<file path="src/rtl/sdta_pkg.sv">
// ============================================================================
// sdta_pkg
// Shared constants and controller/datapath interface types for the signed
// decimal to ASCII converter.
// ============================================================================
package sdta_pkg;

    localparam int MAX_DIGITS = 10;
    localparam int VALUE_BITS = 32;

    localparam int BCD_W     = 4 * MAX_DIGITS;
    localparam int BIT_CNT_W = (VALUE_BITS > 1) ? $clog2(VALUE_BITS) : 1;
    localparam int DIG_CNT_W = $clog2(MAX_DIGITS + 1);

    localparam logic [7:0] CODE_ZERO  = 8'd48;
    localparam logic [7:0] CODE_MINUS = 8'd45;
    localparam logic [7:0] CODE_NINE  = 8'd57;

    typedef struct packed {
        logic load;        // capture a new input word
        logic dabble;      // one shift-and-add-3 step
        logic strip;       // drop one leading zero digit
        logic emit_sign;   // put the minus sign into the output register
        logic emit_digit;  // put the top digit into the output register
    } sdta_cmd_t;

    typedef struct packed {
        logic conv_last;   // the dabble step now running is the final one
        logic top_zero;    // the top BCD digit is zero
        logic one_left;    // exactly one digit remains
        logic neg;         // the captured value is negative
        logic out_free;    // the output register can take a character
    } sdta_status_t;

endpackage

</file>
<file path="src/rtl/signed_decimal_to_ascii.sv">
// A word is converted and its leading zeros stripped before the first
// character; one character per cycle after that while m_ready stays high.
// A new word is taken only once the last character of the previous one is in
// the output register; conversion is a 32-step bit-serial binary to BCD loop.
// Reset: synchronous, active low; clears the sequencer and the output valid.
// ============================================================================
// signed_decimal_to_ascii
// Converts a signed 32-bit word to decimal ASCII text, most significant
// character first, with the last character flagged.
// ============================================================================
module signed_decimal_to_ascii
    import sdta_pkg::*;
(
    input  logic               aclk,
    input  logic               aresetn,
    input  logic               s_valid,
    output logic               s_ready,
    input  logic signed [31:0] s_value,
    output logic               m_valid,
    input  logic               m_ready,
    output logic [7:0]         m_char_code,
    output logic               m_last_char
);

    sdta_cmd_t    cmd;
    sdta_status_t status;

    sdta_ctrl u_ctrl (
        .aclk    (aclk),
        .aresetn (aresetn),
        .s_valid (s_valid),
        .s_ready (s_ready),
        .status  (status),
        .cmd     (cmd)
    );

    sdta_datapath u_datapath (
        .aclk        (aclk),
        .aresetn     (aresetn),
        .s_value     (s_value),
        .cmd         (cmd),
        .status      (status),
        .m_valid     (m_valid),
        .m_ready     (m_ready),
        .m_char_code (m_char_code),
        .m_last_char (m_last_char)
    );

endmodule

</file>
<file path="src/rtl/sdta_datapath.sv">
// ============================================================================
// sdta_datapath
// Magnitude register, bit-serial binary to BCD converter, digit counter and
// the output register of the character channel.
// ============================================================================
module sdta_datapath
    import sdta_pkg::*;
(
    input  logic                aclk,
    input  logic                aresetn,
    input  logic signed [31:0]  s_value,
    input  sdta_cmd_t           cmd,
    output sdta_status_t        status,
    output logic                m_valid,
    input  logic                m_ready,
    output logic [7:0]          m_char_code,
    output logic                m_last_char
);

    logic [VALUE_BITS-1:0] mag_reg,   mag_next;
    logic [BCD_W-1:0]      bcd_reg,   bcd_next;
    logic [BIT_CNT_W-1:0]  bit_cnt_reg, bit_cnt_next;
    logic [DIG_CNT_W-1:0]  dig_cnt_reg, dig_cnt_next;
    logic                  neg_reg,   neg_next;
    logic                  valid_reg, valid_next;
    logic [7:0]            code_reg,  code_next;
    logic                  last_reg,  last_next;

    logic [VALUE_BITS-1:0] raw;
    logic [BCD_W-1:0]      bcd_adj;
    logic [3:0]            top_digit;

    assign raw       = s_value[VALUE_BITS-1:0];
    assign top_digit = bcd_reg[BCD_W-1 -: 4];

    // Add three to every digit of five or more so that the following left
    // shift doubles the number in decimal.
    always_comb begin
        for (int d = 0; d < MAX_DIGITS; d++) begin
            if (bcd_reg[4*d +: 4] >= 4'd5) begin
                bcd_adj[4*d +: 4] = bcd_reg[4*d +: 4] + 4'd3;
            end else begin
                bcd_adj[4*d +: 4] = bcd_reg[4*d +: 4];
            end
        end
    end

    always_comb begin
        mag_next     = mag_reg;
        bcd_next     = bcd_reg;
        bit_cnt_next = bit_cnt_reg;
        dig_cnt_next = dig_cnt_reg;
        neg_next     = neg_reg;
        code_next    = code_reg;
        last_next    = last_reg;
        valid_next   = valid_reg;
        if (valid_reg && m_ready) begin
            valid_next = 1'b0;
        end
        priority if (cmd.load) begin
            neg_next     = raw[VALUE_BITS-1];
            mag_next     = raw[VALUE_BITS-1] ? (~raw + 1'b1) : raw;
            bcd_next     = '0;
            bit_cnt_next = '0;
            dig_cnt_next = DIG_CNT_W'(MAX_DIGITS);
        end else if (cmd.dabble) begin
            bcd_next     = {bcd_adj[BCD_W-2:0], mag_reg[VALUE_BITS-1]};
            mag_next     = {mag_reg[VALUE_BITS-2:0], 1'b0};
            bit_cnt_next = bit_cnt_reg + 1'b1;
        end else if (cmd.strip) begin
            bcd_next     = {bcd_reg[BCD_W-5:0], 4'd0};
            dig_cnt_next = dig_cnt_reg - 1'b1;
        end else if (cmd.emit_sign) begin
            code_next  = CODE_MINUS;
            last_next  = 1'b0;
            valid_next = 1'b1;
        end else if (cmd.emit_digit) begin
            code_next    = CODE_ZERO + {4'd0, top_digit};
            last_next    = (dig_cnt_reg == DIG_CNT_W'(1));
            valid_next   = 1'b1;
            bcd_next     = {bcd_reg[BCD_W-5:0], 4'd0};
            dig_cnt_next = dig_cnt_reg - 1'b1;
        end else begin
        end
    end

    always_ff @(posedge aclk) begin
        if (!aresetn) begin
            valid_reg <= 1'b0;
        end else begin
            valid_reg <= valid_next;
        end
        mag_reg     <= mag_next;
        bcd_reg     <= bcd_next;
        bit_cnt_reg <= bit_cnt_next;
        dig_cnt_reg <= dig_cnt_next;
        neg_reg     <= neg_next;
        code_reg    <= code_next;
        last_reg    <= last_next;
    end

    assign status.conv_last = (bit_cnt_reg == BIT_CNT_W'(VALUE_BITS - 1));
    assign status.top_zero  = (top_digit == 4'd0);
    assign status.one_left  = (dig_cnt_reg == DIG_CNT_W'(1));
    assign status.neg       = neg_reg;
    assign status.out_free  = !valid_reg || m_ready;

    assign m_valid     = valid_reg;
    assign m_char_code = code_reg;
    assign m_last_char = last_reg;

endmodule

</file>
<file path="src/rtl/sdta_ctrl.sv">
// ============================================================================
// sdta_ctrl
// Sequencer: load, bit-serial conversion, leading zero removal, then the
// sign (negative values only) and the digits, one word at a time.
// ============================================================================
module sdta_ctrl
    import sdta_pkg::*;
(
    input  logic          aclk,
    input  logic          aresetn,
    input  logic          s_valid,
    output logic          s_ready,
    input  sdta_status_t  status,
    output sdta_cmd_t     cmd
);

    typedef enum logic [4:0] {
        ST_IDLE  = 5'b00001,
        ST_CONV  = 5'b00010,
        ST_STRIP = 5'b00100,
        ST_SIGN  = 5'b01000,
        ST_EMIT  = 5'b10000
    } state_t;

    state_t state_reg, state_next;

    always_comb begin
        state_next = state_reg;
        cmd        = '0;
        s_ready    = 1'b0;
        unique case (state_reg)
            ST_IDLE: begin
                s_ready = 1'b1;
                if (s_valid) begin
                    cmd.load   = 1'b1;
                    state_next = ST_CONV;
                end
            end
            ST_CONV: begin
                cmd.dabble = 1'b1;
                if (status.conv_last) begin
                    state_next = ST_STRIP;
                end
            end
            ST_STRIP: begin
                // Keep at least one digit so that zero prints as a single '0'.
                if (status.top_zero && !status.one_left) begin
                    cmd.strip = 1'b1;
                end else if (status.neg) begin
                    state_next = ST_SIGN;
                end else begin
                    state_next = ST_EMIT;
                end
            end
            ST_SIGN: begin
                if (status.out_free) begin
                    cmd.emit_sign = 1'b1;
                    state_next    = ST_EMIT;
                end
            end
            ST_EMIT: begin
                if (status.out_free) begin
                    cmd.emit_digit = 1'b1;
                    if (status.one_left) begin
                        state_next = ST_IDLE;
                    end
                end
            end
            default: begin
                state_next = ST_IDLE;
            end
        endcase
    end

    always_ff @(posedge aclk) begin
        if (!aresetn) begin
            state_reg <= ST_IDLE;
        end else begin
            state_reg <= state_next;
        end
    end

endmodule

</file>
<file path="config.mk">
export PLATFORM = sky130hd
export DESIGN_NAME = signed_decimal_to_ascii
export DESIGN_NICKNAME = d
export VERILOG_FILES = /design/src/rtl/sdta_pkg.sv /design/src/rtl/signed_decimal_to_ascii.sv /design/src/rtl/sdta_datapath.sv /design/src/rtl/sdta_ctrl.sv
export SDC_FILE = /design/constraint.sdc
export NUM_CORES = 1
export LEC_CHECK = 0
export ABC_AREA = 0
export BUFFER_PORTS_ARGS = -buffer_cell sky130_fd_sc_hd__buf_2
export CORE_MARGIN = 2
export CORE_UTILIZATION = 25
export DETAILED_ROUTE_END_ITERATION = 6
export MAX_ROUTING_LAYER = met4
export PLACE_DENSITY = 0.51
export SYNTH_ARGS = -nofsm -noshare
export SYNTH_HDL_FRONTEND = slang
export SYNTH_HIERARCHICAL = 1
export SYNTH_SLANG_ARGS = --single-unit
</file>
<file path="constraint.sdc">
create_clock -name aclk -period 2.8 [get_ports aclk]
set_input_delay 0.56 -clock aclk [delete_from_list [all_inputs] [get_ports aclk]]
set_output_delay 0.56 -clock aclk [all_outputs]
set_load 0.02 [all_outputs]
</file>
==> impl_results.html, run 1 <==
<table>
<tr><th>Metric</th><th>Value</th></tr>
<tr><th colspan="2">Placed design</th></tr>
<tr><td>Port bufs</td><td>43</td></tr>
<tr><td>Placer's final routability congestion estimate</td><td>between 0.7 and 0.8</td></tr>
<tr><td>DP HPWL</td><td>7964 µm</td></tr>
<tr><th colspan="2">Final layout</th></tr>
<tr><td>Fill count</td><td>2376</td></tr>
<tr><td>Number of flip-flops in the largest register</td><td>40</td></tr>
<tr><td>Area growth, synth to finish</td><td>14.80%</td></tr>
<tr><td>Area taken by flip-flops and latches</td><td>0.002272 mm²</td></tr>
<tr><td>Fraction of layout instances using a drive strength above 1</td><td>13.81%</td></tr>
<tr><td>Total number of nets in the final design</td><td>722</td></tr>
<tr><td>Area of the multi-input gates</td><td>~0.0032 mm²</td></tr>
<tr><td>Final core utilization</td><td>29.12%</td></tr>
<tr><td>Antenna diode count</td><td>0</td></tr>
<tr><th colspan="2">Pwr</th></tr>
<tr><td>Areal power density over the cells</td><td>599.5 mW/mm²</td></tr>
<tr><td>Largest vdd supply drop</td><td>266.5 µV</td></tr>
<tr><td>Leak Pwr</td><td>~0.0025 µW</td></tr>
<tr><td>Total power of the final layout</td><td>3928 µW</td></tr>
<tr><th colspan="2">Floorplanning</th></tr>
<tr><td>Number of core rows</td><td>55</td></tr>
<tr><td>Starting density of the core</td><td>around a quarter</td></tr>
<tr><td>Die Y</td><td>155.1 µm</td></tr>
<tr><td>I/O pin total</td><td>47</td></tr>
<tr><td>Width of the die</td><td>155.1 µm</td></tr>
<tr><td>Area of the die</td><td>0.02406 mm²</td></tr>
<tr><td>Core area</td><td>between 0.02 and 0.025 mm²</td></tr>
<tr><th colspan="2">Critical path</th></tr>
<tr><td>Worst flop-to-flop path startpoint</td><td>u_datapath/bcd_reg[36]</td></tr>
<tr><td>Gate family responsible for the most delay along the worst path</td><td>simple AND/OR/NAND/NOR gates</td></tr>
<tr><td>Endpoint required time on the critical path</td><td>3030 ps</td></tr>
<tr><td>Type of destination of the critical path</td><td>flip-flop</td></tr>
<tr><td>Nature of the critical path startpoint</td><td>flip-flop</td></tr>
<tr><td>Cell-by-cell listing of the critical path</td><td>inv_1 &gt; ha_1 &gt; nor3b_1 &gt; and4b_1 &gt; o21a_1 &gt; a21oi_1 &gt; or2_2</td></tr>
<tr><td>Critical path peak fanout</td><td>8</td></tr>
<tr><td>Worst r2r path cells</td><td>7</td></tr>
<tr><td>CP Class</td><td>reg -&gt; reg</td></tr>
<tr><td>RR Endpoint</td><td>u_datapath/dig_cnt_reg[1]</td></tr>
<tr><td>Setup slack of the most critical reg-to-reg path</td><td>~600 ps</td></tr>
<tr><td>Count of buffering cells on the critical path with inverters included</td><td>1</td></tr>
<tr><td>Slowest stage cell on the critical path</td><td>and4b_1</td></tr>
<tr><td>Largest stage delay, worst path</td><td>420 ps</td></tr>
<tr><td>Critical path data arrival time</td><td>2440 ps</td></tr>
<tr><th colspan="2">Logic synthesis</th></tr>
<tr><td>Synthesized area per cell</td><td>between 9 and 10 µm²</td></tr>
<tr><td>Leading cell type by number of instances after synthesis</td><td>nor2_1</td></tr>
<tr><td>Synth Area in Simple Gates</td><td>a little under a fifth</td></tr>
<tr><td>Area share of the largest cell type after synthesis</td><td>20.52%</td></tr>
<tr><td>Share of the synthesized area in compound gates (AO/OA/AOI/OAI)</td><td>17.27%</td></tr>
<tr><td>Library cells used by synthesis</td><td>52</td></tr>
<tr><td>Async set or reset register ratio after synthesis</td><td>0%</td></tr>
<tr><td>Post-synth top area cell</td><td>edfxtp_1</td></tr>
<tr><td>Ys flop type</td><td>dfxtp_1</td></tr>
<tr><td>Instance count of the mapped netlist</td><td>approximately 630</td></tr>
<tr><td>Flip-flop and latch count after synthesis</td><td>94</td></tr>
<tr><td>Yosys warns</td><td>6</td></tr>
<tr><td>Xor/xnor share of the synthesized area</td><td>around 7%</td></tr>
<tr><td>Synth top area cells</td><td>edfxtp_1 21%, dfxtp_1 19%, a211oi_1 5.7%</td></tr>
<tr><td>Portion of the post-synthesis area used by sequential elements</td><td>39.81%</td></tr>
<tr><td>Post-Synth Adder-Cell Area</td><td>5.480%</td></tr>
<tr><td>Number of synthesized flops with an enable pin</td><td>39</td></tr>
<tr><td>Top cells by count, synth</td><td>86 x nor2_1, 64 x a21oi_1, 55 x dfxtp_1</td></tr>
<tr><td>Share of synthesized area spent on multiplexers</td><td>6.795%</td></tr>
<tr><td>Total standard cell area after synthesis</td><td>0.005708 mm²</td></tr>
<tr><td>Main combinational cell family by area after synthesis</td><td>simple AND/OR/NAND/NOR gates</td></tr>
<tr><th colspan="2">Detailed routing</th></tr>
<tr><td>Number of optimization iterations in the first detailed-route pass</td><td>4</td></tr>
<tr><td>DRC violations left</td><td>0</td></tr>
<tr><td>Average wire per cell in the routed design</td><td>12.53 µm</td></tr>
<tr><td>Vias</td><td>4418</td></tr>
<tr><td>Routed Antenna Nets</td><td>0</td></tr>
<tr><td>DRT Wirelength</td><td>approximately 12000 µm</td></tr>
<tr><td>Post-detailed-route via-to-cell ratio</td><td>4.646</td></tr>
<tr><td>DR iter-0 viols</td><td>189</td></tr>
<tr><th colspan="2">Hold path</th></tr>
<tr><td>Cell count of the worst hold path</td><td>2</td></tr>
<tr><td>Worst Hold End</td><td>u_datapath/bit_cnt_reg[4]</td></tr>
<tr><td>Hold path startpoint</td><td>u_datapath/bit_cnt_reg[4]</td></tr>
<tr><td>Type of the tightest min-delay check</td><td>reg -&gt; reg</td></tr>
<tr><th colspan="2">Clock network</th></tr>
<tr><td>Cell at the root of the clock tree</td><td>clkbuf_16</td></tr>
<tr><td>Worst-case clock buffer depth</td><td>2</td></tr>
<tr><td>Number of levels the H-tree was split into</td><td>3</td></tr>
<tr><td>CTS resizes</td><td>0</td></tr>
<tr><td>CTS Sinks</td><td>94</td></tr>
<tr><td>Quantity of hold-fixing buffers added after cts</td><td>0</td></tr>
<tr><td>Setup Fix Bufs, Post-CTS</td><td>0</td></tr>
<tr><td>Clock tree from TritonCTS</td><td>yes</td></tr>
<tr><td>Clock-pin slew reported for the worst setup and hold paths after clock tree synthesis</td><td>60 ps</td></tr>
<tr><td>Worst-skew pair later-pin latency</td><td>340 ps</td></tr>
<tr><td>Num CTS Buffers</td><td>9</td></tr>
<tr><th colspan="2">Job</th></tr>
<tr><td>Max-capacitance violation count</td><td>0</td></tr>
<tr><th colspan="2">STA</th></tr>
<tr><td>Final period demand of the worst path</td><td>2202 ps</td></tr>
<tr><td>Worst hold slack</td><td>506.5 ps</td></tr>
<tr><td>Max Clock Skew</td><td>4.460 ps</td></tr>
<tr><td>Worst Tran Pin Value</td><td>589.4 ps</td></tr>
<tr><td>Number of failing hold endpoints at the final stage</td><td>0</td></tr>
<tr><td>Final-report setup violation count</td><td>0</td></tr>
<tr><td>Unrepaired setup endpoints after global routing</td><td>false</td></tr>
<tr><td>Setup TNS</td><td>0 ps</td></tr>
<tr><td>Final worst path period share</td><td>about four fifths</td></tr>
<tr><td>Maximum clock frequency</td><td>about 450 MHz</td></tr>
<tr><td>Relative slew slack</td><td>60.71%</td></tr>
<tr><td>Total count of max-transition violations in the final report</td><td>0</td></tr>
<tr><th colspan="2">Global routing</th></tr>
<tr><td>Global route overflow</td><td>0</td></tr>
<tr><td>Maximum number of pins on one net before global-route repair</td><td>91</td></tr>
<tr><td>First-pass GRT wire length</td><td>20330 µm</td></tr>
<tr><td>Antenna violations before repair</td><td>0</td></tr>
<tr><td>Number of global-route vias before repair</td><td>4137</td></tr>
<tr><td>Global-route usage over all layers</td><td>10.54%</td></tr>
<tr><th colspan="2">Run status</th></tr>
<tr><td>Outcome</td><td>completed</td></tr>
</table>
## power breakdown
group / internal (µW) / leakage, µW / switching [µW]
clock: 778 / 0.000151 / 520
sequential: 1640 / 0.000814 / 135
combinational: 364 / 0.00158 / 493
## layout by cell type (no fill, tap or decap), types with 27 or more instances in the layout
cell type	Yosys	routed
a21oi_1	64	64
edfxtp_1	39	39
buf_2	6	43
xor2_1	33	33
nor2_1	86	85
dfxtp_1	55	55
a211oi_1	43	43
nand2_1	27	27
inv_1	29	28
mux2i_1	32	32
## cells by family after synthesis
family / after synthesis
AND/OR/NAND/NOR: 201
other: 2
adder cells (fa/ha/maj): 25
flip-flops: 94
AO/OA/AOI/OAI: 156
buffers and inverters: 68
XOR/XNOR: 47
multiplexers: 38
## layout make-up
type	instances	area share [%]
multi-input cells	470	48.25
flip-flops and latches	94	34.68
well taps	285	5.442
repair buffers	57	5.270
clock buffers	11	3.552
inverters	29	1.680
clock inverters	5	1.127
## worst register-to-register path, stage by stage (launching register included)
cell and delay [ps]:
dfxtp_1 310, inv_1 130, ha_1 220, nor3b_1 270, and4b_1 420, o21a_1 370, a21oi_1 110, or2_2 270
## metal layers
layer,track usage (%),up-vias,share of wire [%]
li1,-,2310,-
met1,14.09,2048,50
met2,16.02,54,46
met3,2.256,6,2.8
met4,3.175,0,1.0
met5,-,-,0
## through the flow
stage               setup slack [ps]  cell area [µm²]  std cells
floorplan                      232.2             5712        632
global placement               308.5             6246        935
detailed placement             313.6             6246        935
CTS                            511.0             6553        951
global route                   306.3             6553        951
finish                         598.3             6553        951
## how the worst max path moves through the flow
stage                                 from                        end  slack, ps  depth (start not counted)
CTS                 u_datapath/bcd_reg[36]     u_datapath/bcd_reg[35]        510                          9
detailed placement              s_value[0]     u_datapath/mag_reg[22]        310                          9
global placement                s_value[0]     u_datapath/mag_reg[22]        310                          9
finish              u_datapath/bcd_reg[36]  u_datapath/dig_cnt_reg[1]        600                          7
global route        u_datapath/bcd_reg[36]  u_datapath/dig_cnt_reg[1]        310                          7
floorplan              u_ctrl/state_reg[2]         u_datapath/m_valid        230                          9
Note: power is estimated with default switching activity, not from simulation.
==> run 2, diff against run 1 <==
clock period = 2.15 ns   (was 2.8 ns; I/O delays follow)
==> impl_results.html, run 2 (synthesized netlist as in run 1, its figures left out) <==
<table>
<tr><th>Metric</th><th>Value</th></tr>
<tr><th colspan="2">Clock network</th></tr>
<tr><td>Worst-skew pair later-pin latency</td><td>between 300 and 400 ps</td></tr>
<tr><td>Number of levels the H-tree was split into</td><td>3</td></tr>
<tr><td>Num CTS Buffers</td><td>9</td></tr>
<tr><td>Clock-pin slew reported for the worst setup and hold paths after clock tree synthesis</td><td>70 ps</td></tr>
<tr><td>Quantity of hold-fixing buffers added after cts</td><td>0</td></tr>
<tr><td>Cell at the root of the clock tree</td><td>clkbuf_16</td></tr>
<tr><td>Worst-case clock buffer depth</td><td>2</td></tr>
<tr><td>Setup Fix Bufs, Post-CTS</td><td>0</td></tr>
<tr><td>Clock tree from TritonCTS</td><td>yes</td></tr>
<tr><td>CTS Sinks</td><td>94</td></tr>
<tr><th colspan="2">Detailed routing</th></tr>
<tr><td>Top metal layer carrying routed signals</td><td>met4</td></tr>
<tr><td>Vias</td><td>4575</td></tr>
<tr><td>Post-detailed-route via-to-cell ratio</td><td>approximately 4.6</td></tr>
<tr><td>Average wire per cell in the routed design</td><td>12.42 µm</td></tr>
<tr><td>DR iter-0 viols</td><td>209</td></tr>
<tr><td>Met3 wire length</td><td>377 µm</td></tr>
<tr><td>DRT Wirelength</td><td>approximately 12000 µm</td></tr>
<tr><td>DRC violations left</td><td>0</td></tr>
<tr><td>Number of optimization iterations in the first detailed-route pass</td><td>4</td></tr>
<tr><td>Amount of wire on met2 after detailed routing</td><td>5672 µm</td></tr>
<tr><td>Wire length on met1</td><td>about 6000 µm</td></tr>
<tr><td>Routed Antenna Nets</td><td>0</td></tr>
<tr><th colspan="2">Final layout</th></tr>
<tr><td>Leading cell types in the layout, fill and taps excluded</td><td>85 x nor2_1, 64 x a21oi_1, 54 x dfxtp_1</td></tr>
<tr><td>Fraction of layout instances using a drive strength above 1</td><td>20.00%</td></tr>
<tr><td>Leading cell type in the layout, fill and taps excluded</td><td>nor2_1</td></tr>
<tr><td>Total number of nets in the final design</td><td>756</td></tr>
<tr><td>Area growth, synth to finish</td><td>21.90%</td></tr>
<tr><td>Final core utilization</td><td>30.92%</td></tr>
<tr><td>Layout Cells excl Fill</td><td>985</td></tr>
<tr><td>Antenna diode count</td><td>0</td></tr>
<tr><td>Number of flip-flops in the largest register</td><td>40</td></tr>
<tr><th colspan="2">Pwr</th></tr>
<tr><td>Internal power</td><td>3601 µW</td></tr>
<tr><td>Areal power density over the cells</td><td>741.8 mW/mm²</td></tr>
<tr><td>Clock share of power</td><td>a little under a third</td></tr>
<tr><td>Power share of the combinational group</td><td>24.0%</td></tr>
<tr><td>Reported net switching power</td><td>1560 µW</td></tr>
<tr><td>Switching share of power</td><td>30.23%</td></tr>
<tr><td>Largest vdd supply drop</td><td>381.6 µV</td></tr>
<tr><td>Leak Pwr</td><td>about 0.0027 µW</td></tr>
<tr><td>Sequential share of power</td><td>44.7%</td></tr>
<tr><th colspan="2">STA</th></tr>
<tr><td>Unrepaired setup endpoints after global routing</td><td>true</td></tr>
<tr><td>Worst Tran Pin Value</td><td>601.0 ps</td></tr>
<tr><td>Worst hold slack</td><td>383.9 ps</td></tr>
<tr><td>Final-report setup violation count</td><td>0</td></tr>
<tr><td>Final worst path period share</td><td>95.59%</td></tr>
<tr><td>Setup TNS</td><td>0 ps</td></tr>
<tr><td>Total count of max-transition violations in the final report</td><td>0</td></tr>
<tr><td>Relative slew slack</td><td>between 50% and 60%</td></tr>
<tr><td>Maximum clock frequency</td><td>486.6 MHz</td></tr>
<tr><td>Final period demand of the worst path</td><td>2055 ps</td></tr>
<tr><td>Min setup slack post-route</td><td>94.82 ps</td></tr>
<tr><td>Max Clock Skew</td><td>10.25 ps</td></tr>
<tr><td>Number of failing hold endpoints at the final stage</td><td>0</td></tr>
<tr><th colspan="2">Global routing</th></tr>
<tr><td>Maximum number of pins on one net before global-route repair</td><td>82</td></tr>
<tr><td>Global-route usage over all layers</td><td>11.01%</td></tr>
<tr><td>Antenna violations before repair</td><td>0</td></tr>
<tr><td>Global route overflow</td><td>0</td></tr>
<tr><td>Number of global-route vias before repair</td><td>approximately 4500</td></tr>
<tr><td>First-pass GRT wire length</td><td>21160 µm</td></tr>
<tr><th colspan="2">Floorplanning</th></tr>
<tr><td>Number of core rows</td><td>55</td></tr>
<tr><td>Core area</td><td>0.02250 mm²</td></tr>
<tr><td>I/O pin total</td><td>47</td></tr>
<tr><td>Starting density of the core</td><td>25.37%</td></tr>
<tr><td>Area of the die</td><td>0.02406 mm²</td></tr>
<tr><td>Die Y</td><td>about 160 µm</td></tr>
<tr><td>Width of the die</td><td>155.1 µm</td></tr>
<tr><th colspan="2">Critical path</th></tr>
<tr><td>Critical path peak fanout</td><td>14</td></tr>
<tr><td>Type of destination of the critical path</td><td>flip-flop</td></tr>
<tr><td>Nature of the critical path startpoint</td><td>flip-flop</td></tr>
<tr><td>Endpoint required time on the critical path</td><td>between 2000 and 2500 ps</td></tr>
<tr><td>Critical path data arrival time</td><td>2110 ps</td></tr>
<tr><td>CP Class</td><td>reg -&gt; reg</td></tr>
<tr><th colspan="2">Placed design</th></tr>
<tr><td>Count of placed standard cells including taps</td><td>968</td></tr>
<tr><td>Placer's final routability congestion estimate</td><td>0.7373</td></tr>
<tr><td>DP HPWL</td><td>8318 µm</td></tr>
<tr><td>Worst slack, placed</td><td>-256.3 ps</td></tr>
<tr><td>Port bufs</td><td>between 40 and 50</td></tr>
<tr><th colspan="2">Run status</th></tr>
<tr><td>Outcome</td><td>completed</td></tr>
<tr><th colspan="2">Hold path</th></tr>
<tr><td>Type of the tightest min-delay check</td><td>in -&gt; reg</td></tr>
<tr><th colspan="2">Job</th></tr>
<tr><td>Max-capacitance violation count</td><td>0</td></tr>
</table>
## run 2: cell count changes in the layout (fill, tap and decap cells not counted), sizes merged
cell	previous run	this run
buf	57	90
clkinv	4	3
clkinvlp	0	2
bufinv	2	1
inv	28	30
clkbuf	11	10
## run 2: what timing repair did
item	4_1_cts	5_1_grt
pin swaps	0	1
setup endpoints to repair	9	33
gates cloned	0	1
gates resized for setup	1	15
## run 2: cell type report
type,instances,area (µm²)
repair buffers,91,675.6
inverters,29,111.4
fillers,2360,15540
well taps,285,356.6
clock inverters,7,73.82
clock buffers,9,225.2
multi-input cells,470,3242
flip-flops and latches,94,2273
## run 2: critical path: stages (launching register included)
cell and delay [ps]:
dfxtp_1 340, or3_4 430, nor3b_4 230, nand2_2 120, inv_4 140, or2_4 310
buf_12 190
## run 2: power by group through the flow
stage | Combinational [µW] | Sequential [µW] | Clock (µW)
floorplan | 889 | 2290 | 0
global placement | 1200 | 2350 | 0
detailed placement | 1210 | 2340 | 0
CTS | 1220 | 2300 | 1700
global route | 1420 | 2340 | 1750
finish | 1240 | 2310 | 1620
## run 2: per-stage QoR
stage               cell area, µm²  power, µW
floorplan                     5761       3184
global placement              6573       3550
detailed placement            6573       3557
CTS                           6877       5221
global route                  6958       5515
finish                        6958       5162
## run 2: final timing paths
kind	from	endpoint	slack (ps)	depth (start not counted)
hold / removal	aresetn	u_ctrl/state_reg[0]	380	2
setup / recovery	u_ctrl/state_reg[1]	u_datapath/mag_reg[19]	90	6
hold reg to reg	u_ctrl/state_reg[4]	u_ctrl/state_reg[4]	490	2
setup reg to reg	u_ctrl/state_reg[1]	u_datapath/mag_reg[19]	90	6
## run 2: per-layer routing
layer | vias up | track usage, %
met4 | 0 | 3.968
met5 | - | -
met2 | 64 | 18.03
met1 | 2117 | 13.57
met3 | 12 | 2.089
li1 | 2382 | -
